--- src/fifo_multi_server_dispatcher_defines.svh ---
// assertion macros for the multi-server fifo dispatcher
// expects clk and rst in scope where the macros are used
`ifndef FIFO_MULTI_SERVER_DISPATCHER_DEFINES_SVH
`define FIFO_MULTI_SERVER_DISPATCHER_DEFINES_SVH

// consequence checked in the same cycle as the antecedent
`define FMSD_ASSERT_SAME(label, ante, cons, msg) \
  label: assert property (@(posedge clk) disable iff (rst) (ante) |-> (cons)) \
    else $error(msg);

// consequence checked in the cycle after the antecedent
`define FMSD_ASSERT_NEXT(label, ante, cons, msg) \
  label: assert property (@(posedge clk) disable iff (rst) (ante) |=> (cons)) \
    else $error(msg);

`endif

--- src/fmsd_pkg.sv ---
// shared types and defaults for the multi-server fifo dispatcher
// no dependencies
`timescale 1ns / 1ps

package fmsd_pkg;

  localparam int DEF_QUEUE_DEPTH = 128;
  localparam int DEF_SERVERS     = 2;

  // input word as it arrives on the stream, lowest field last
  typedef struct packed {
    logic [2:0] pad;
    logic [3:0] service_length;
    logic       arrive;
  } cmd_word_t;

  // classified tick command handed from front to back
  typedef struct packed {
    logic       arrive;
    logic [3:0] svc;
  } cmd_t;

  // one job queue entry
  typedef struct packed {
    logic [15:0] id;
    logic [15:0] stamp;
    logic [3:0]  svc;
  } job_t;

  // one result word, lowest field last
  typedef struct packed {
    logic [6:0]  pad;
    logic        overflow;
    logic [6:0]  queue_length;
    logic [15:0] arrival_count;
    logic [31:0] accum_wait;
    logic [15:0] wait_ticks;
    logic [3:0]  remaining;
    logic [15:0] job_id;
    logic        busy_res;
    logic        started;
    logic [2:0]  server_index;
  } result_t;

endpackage

--- src/fmsd_front.sv ---
// front end: accepts tick words and keeps them in a two-entry command queue
// depends on fmsd_pkg
`timescale 1ns / 1ps

module fmsd_front (
  input  logic                clk,
  input  logic                rst,
  input  logic                s_axis_tvalid,
  output logic                s_axis_tready,
  input  fmsd_pkg::cmd_word_t s_axis_tdata,   // arrive, service_length, pad
  output logic                cmd_valid,
  output fmsd_pkg::cmd_t      cmd,
  input  logic                cmd_pop
);
  import fmsd_pkg::*;

  cmd_t       q [2];
  logic       wr_ptr;
  logic       rd_ptr;
  logic [1:0] count;
  logic       push;
  logic       pop;

  assign s_axis_tready = (count != 2'd2);
  assign cmd_valid     = (count != 2'd0);
  assign cmd           = q[rd_ptr];
  assign push          = s_axis_tvalid && s_axis_tready;
  assign pop           = cmd_pop && cmd_valid;

  always_ff @(posedge clk) begin
    if (push) begin
      q[wr_ptr] <= '{arrive: s_axis_tdata.arrive, svc: s_axis_tdata.service_length};
    end
  end

  always_ff @(posedge clk) begin
    if (rst) begin
      wr_ptr <= 1'b0;
      rd_ptr <= 1'b0;
      count  <= 2'd0;
    end else begin
      if (push) wr_ptr <= ~wr_ptr;
      if (pop) rd_ptr <= ~rd_ptr;
      count <= count + 2'(push) - 2'(pop);
    end
  end

endmodule

--- config.mk ---
export PLATFORM = sky130hd
export DESIGN_NAME = fmsd_front
export DESIGN_NICKNAME = d
export VERILOG_FILES = /design/src/fifo_multi_server_dispatcher_defines.svh /design/src/fmsd_pkg.sv /design/src/fmsd_front.sv
export SDC_FILE = /design/constraint.sdc
export NUM_CORES = 1
export LEC_CHECK = 0
export BUFFER_PORTS_ARGS = -buffer_cell sky130_fd_sc_hd__buf_2
export CAP_MARGIN = 20
export CORE_AREA = 2 2 39 41
export DETAILED_ROUTE_END_ITERATION = 16
export DIE_AREA = 0 0 41 43
export PLACE_DENSITY = 0.73
export SLEW_MARGIN = 20
export SYNTH_ARGS = -nofsm -noshare
export SYNTH_HDL_FRONTEND = slang
export SYNTH_SLANG_ARGS = --single-unit
--- constraint.sdc ---
create_clock -name clk -period 2.1 [get_ports clk]
set_input_delay 0.105 -clock clk [delete_from_list [all_inputs] [get_ports clk]]
set_output_delay 0.105 -clock clk [all_outputs]
set_load 0.02 [all_outputs]
# Word level (Yosys, flattened, before mapping)
# Memories as Yosys holds them, arrays and structs flattened. A register that Yosys moved wholly into a read port is not among the register bits.
# Index checks and enable logic that the tools add are counted.
[op_classes]
add_sub_neg = 2
multipliers = 0
n_div = 0
magnitude_cmp = 0
eq_ne = 1
shift = 0
mux = 4
n_bitwise = 2
reduce_logical = 3
[op_table]
columns = ["cell", "count"]
rows = [
  ["1-bit 2-to-1 mux", 4],
  ["2-bit by 1-bit adder with 2-bit output", 1],
  ["1-bit logical AND", 2],
  ["2-bit inequality test (second input constant)", 1],
  ["1-bit inverter", 2],
  ["2-bit nonzero test", 1],
  ["2-bit by 1-bit subtractor with 2-bit output", 1],
]
[word_totals]
regBits = 4
latch_bits = 0
ram_bits = 10
rom_bits = 0
in_bits = 12
elab_cells = 16
n_memories = 1
[mem_list]
columns = ["name", "words", "width", "read_ports", "rd_ports_with_merged_regs", "wr", "line", "rtl"]
rows = [
  ["q", 2, 5, 1, 1, 1, "fmsd_front.sv:17", "cmd_t q [2];"],
]

# Logic depth before layout (Yosys ltp)
[logic_depth]
word_depth = 4
ltp_mapped = 8
mapped_depth_nobuf = 8

# Least setup slack after synthesis
# No wires, ideal clock.
[synth_path]
path_type = "reg2reg"
startpoint = "register count[0]"
endpoint = "register count[1]"
setup_time_ns = 0.115
arrival_ns = 1.416
slack_ns = 0.569
stages_incl_launch_ff = 9
n_path_buf = 0
cell_sequence = "dfxtp_1 nand2b_2 nand2_2 ha_1 inv_1 ha_1 xor2_1 xnor2_1 nor2_1"
[synth_via]
elab_chain_cells = 4
word_cells_on_any_way = 6
[synth_lines]
columns = ["element", "line", "rtl"]
rows = [
  ["from (decl)", "fmsd_front.sv:20", "logic [1:0] count;"],
  ["from (signal assigned)", "fmsd_front.sv:44", "count <= count + 2'(push) - 2'(pop);"],
  ["2-bit inequality test", "fmsd_front.sv:24", "assign s_axis_tready = (count != 2'd2);"],
  ["named net s_axis_tready", "fmsd_front.sv:9", "output logic s_axis_tready,"],
  ["1-bit logical AND", "fmsd_front.sv:27", "assign push = s_axis_tvalid && s_axis_tready;"],
  ["2-bit by 1-bit adder with 2-bit output", "fmsd_front.sv:44", ""],
  ["2-bit by 1-bit subtractor with 2-bit output", "fmsd_front.sv:44", ""],
]
# The timed path passes the listed nets, and every way through them passes these cells.
# A chain may end at the register's enable or synchronous reset.

# Worst setup path in the final report
[layout_path]
startpoint = "register count[1]"
endpoint = "register count[1]"
[layout_via]
word_cells_on_any_way = 6
[layout_lines]
columns = ["element", "line", "rtl"]
rows = [
  ["2-bit nonzero test", "fmsd_front.sv:25", "assign cmd_valid = (count != 2'd0);"],
  ["1-bit logical AND", "fmsd_front.sv:28", "assign pop = cmd_pop && cmd_valid;"],
  ["named net pop", "fmsd_front.sv:22", "logic pop;"],
  ["2-bit by 1-bit subtractor with 2-bit output", "fmsd_front.sv:44", ""],
]
# The timed path passes the listed nets, and every way through them passes these cells.

==> flow_summary.ini <==
[status]
status = finished clean

[logic_synthesis]
yosys_register_bits = 15
syn-cell-area_um2 = 594
yosysWarnings = 0
ys_seq_area_frac = 0.674
syn_area_per_cell_um2 = 15.2
syn-num-nets = 53
synth_cell_types = 15
synth_cells = 39

[sta]
fin_crit_ns = 1.53
tightest_slew_ns = 0.426
fin_skew_ns = 0.00396
slew_headroom = 0.715
setup_tns_ns = 0
hold_violations = 0
setup_viol = 0
rsz0062_at_grt = no
maxSlewViolCount = 0
layout_setup_ws_ns = 0.566
clock.fmax_mhz = 652
hold_ws_ns = 0.0140
finalCritPeriodShare = 0.730

[power]
ir_worst_vdd_uv = 498
seqPwrFrac = 0.480
p_switching_mw = 0.280
power.density_nw_per_um2 = 1150
cellInternalPower_mw = 0.591
combPwrFrac = 0.336
switching_share = 0.322
p_clk_frac = 0.184
leakage_nw = 0.319
total_power_mw = 0.871

[place]
gp_congestion = 0.633
io_buffers = 15
dp_slack_ns = 0.574
place_inst = 70
dpl_cell_area_um2 = 689
dpl.hpwl_um = 626

[detailed_routing]
via_per_inst = 4.47
wl_per_cell_um = 11.5
num_vias = 349
firstDrtPassIters = 2
wirelength_um = 896
detail-route-antenna-nets = 0
post-route-drc-count = 0
drt_iter0_drc = 1

[clock_network]
clock_sinks = 15
cts_tree = built
cts_root_buf = clkbuf_4
cts_buffers = 3
cts_buffer_depth = 2
cts.hold.buffers_added = 0
path_clk_slew_ns = 0.09
cts_setup_buffers = 0
h-tree-depth = 1
cts_resized = 0
clk_latency_ns = 0.28

[floorplan]
core-area_um2 = 1380
io_pins = 19
die_y_um = 43
die_w_um = 41
row_count = 14
start_util = 0.429
die-area_um2 = 1760

[final_layout]
stdcell_count = 78
area_delta_synth_final_pct = 27.2
mostFrequentLayoutCells = buf_2 (15), edfxtp_1 (10), mux2_1 (5), nor2_1 (5), dfxtp_1 (5)
fin_area_um2 = 756
diodes = 0
n_fill_cell = 123
nNetsFinal = 77
seqCellArea_um2 = 400
drive_above_1_share = 0.355
mostFrequentLayoutCell = buf_2
utilization = 0.546
multi_input_area_um2 = 190

[global_route]
grt_pass1_vias = 325
grt_pass1_wl_um = 1310
grt-ovfl-total = 0
grt_use_total = 0.124
antenna_found_initial = 0
grt_max_degree = 9

[critical_path]
path_cells = o21a_2, ha_1, inv_1, ha_1, xor2_1, xnor2_1, nor2_1
reg2reg_depth = 7
slowest_delay_ns = 0.35
r2r_start = count[1]
end_kind = register
worst-endpoint-arrival_ns = 1.71
r2r_slack_ns = 0.57
cp_slowest_cell = dfxtp_1
path_max_fanout = 4
startpoint_type = register
worstSetupPathType = register to register
crit_required_ns = 2.28
rr_endpoint = count[1]
crit_top_cell = ha_1

[hold_path]
hp-class = primary input to register
hp-start = s_axis_tdata[2]
hold_path_depth = 1
hold_path_end = q[0][1]

[flow_run]
drv_cap = 0
-- worst max path at each step --
stage | cells after the start | endpoint | startpoint | slack (ns)
floorplan | 8 | count[1] | count[0] | 0.57
global placement | 7 | count[1] | count[1] | 0.59
detailed placement | 7 | count[1] | count[1] | 0.57
CTS | 7 | count[1] | count[1] | 0.56
global route | 8 | count[1] | count[0] | 0.43
finish | 7 | count[1] | count[1] | 0.57
-- critical path: cells and delay by family, from the launching register on --
| kind | cells | cell delay [ns] |
|---|---|---|
| compound gates | 1 | 0.24 |
| xor+xnor | 2 | 0.31 |
| fa+ha+maj | 2 | 0.42 |
| buf+inv | 1 | 0.06 |
| flops | 1 | 0.35 |
| simple gates | 1 | 0.05 |
-- cell type report --
class	instances	area share
Clock buffer	4	0.0348
Inverter	1	0.00497
Multi-Input combinational cell	23	0.252
Tap cell	16	0.0265
Sequential cell	15	0.530
Timing Repair Buffer	19	0.152
-- power by group through the flow --
stage	combinational (mW)	sequential [mW]	clock, mW
after global routing	0.330	0.427	0.186
after global placement	0.287	0.424	0
final	0.293	0.418	0.160
after CTS	0.291	0.419	0.166
after floorplan	0.221	0.415	0
after detailed placement	0.290	0.425	0
-- cells in the mapped netlist, drive strengths merged --
library cell | count | area share
nor2b | 2 | 0.021
and3 | 1 | 0.011
nand2 | 1 | 0.011
o21a | 1 | 0.015
dfxtp | 5 | 0.17
edfxtp | 10 | 0.51
mux2 | 6 | 0.12
xor2 | 1 | 0.015
ha | 2 | 0.042
xnor2 | 2 | 0.029
nand2b | 1 | 0.015
or2 | 1 | 0.011
nor2 | 5 | 0.032
inv | 1 | 0.0063
-- kinds of logic after synthesis --
group,share of synthesized area
multiplexers,0.120
AO/OA/AOI/OAI,0.0147
XOR/XNOR,0.0442
flip-flops,0.674
adder cells (fa/ha/maj),0.0421
AND/OR/NAND/NOR,0.0990
buffers and inverters,0.00631
-- flip-flops by register name, summed over array words and instances (netlist names), named ones only --
name,flops
q,10
count,2
rd_ptr,1
wr_ptr,1
-- metal layers --
layer | vias up | track usage | routed length, um
li1 | 184 | - | -
met1 | 157 | 0.147 | 410
met2 | 8 | 0.159 | 450
met3 | 0 | 0.0785 | 35
met4 | 0 | 0.0800 | 0
met5 | - | 0 | 0
No activity file was read; power rests on OpenSTA's default activity.
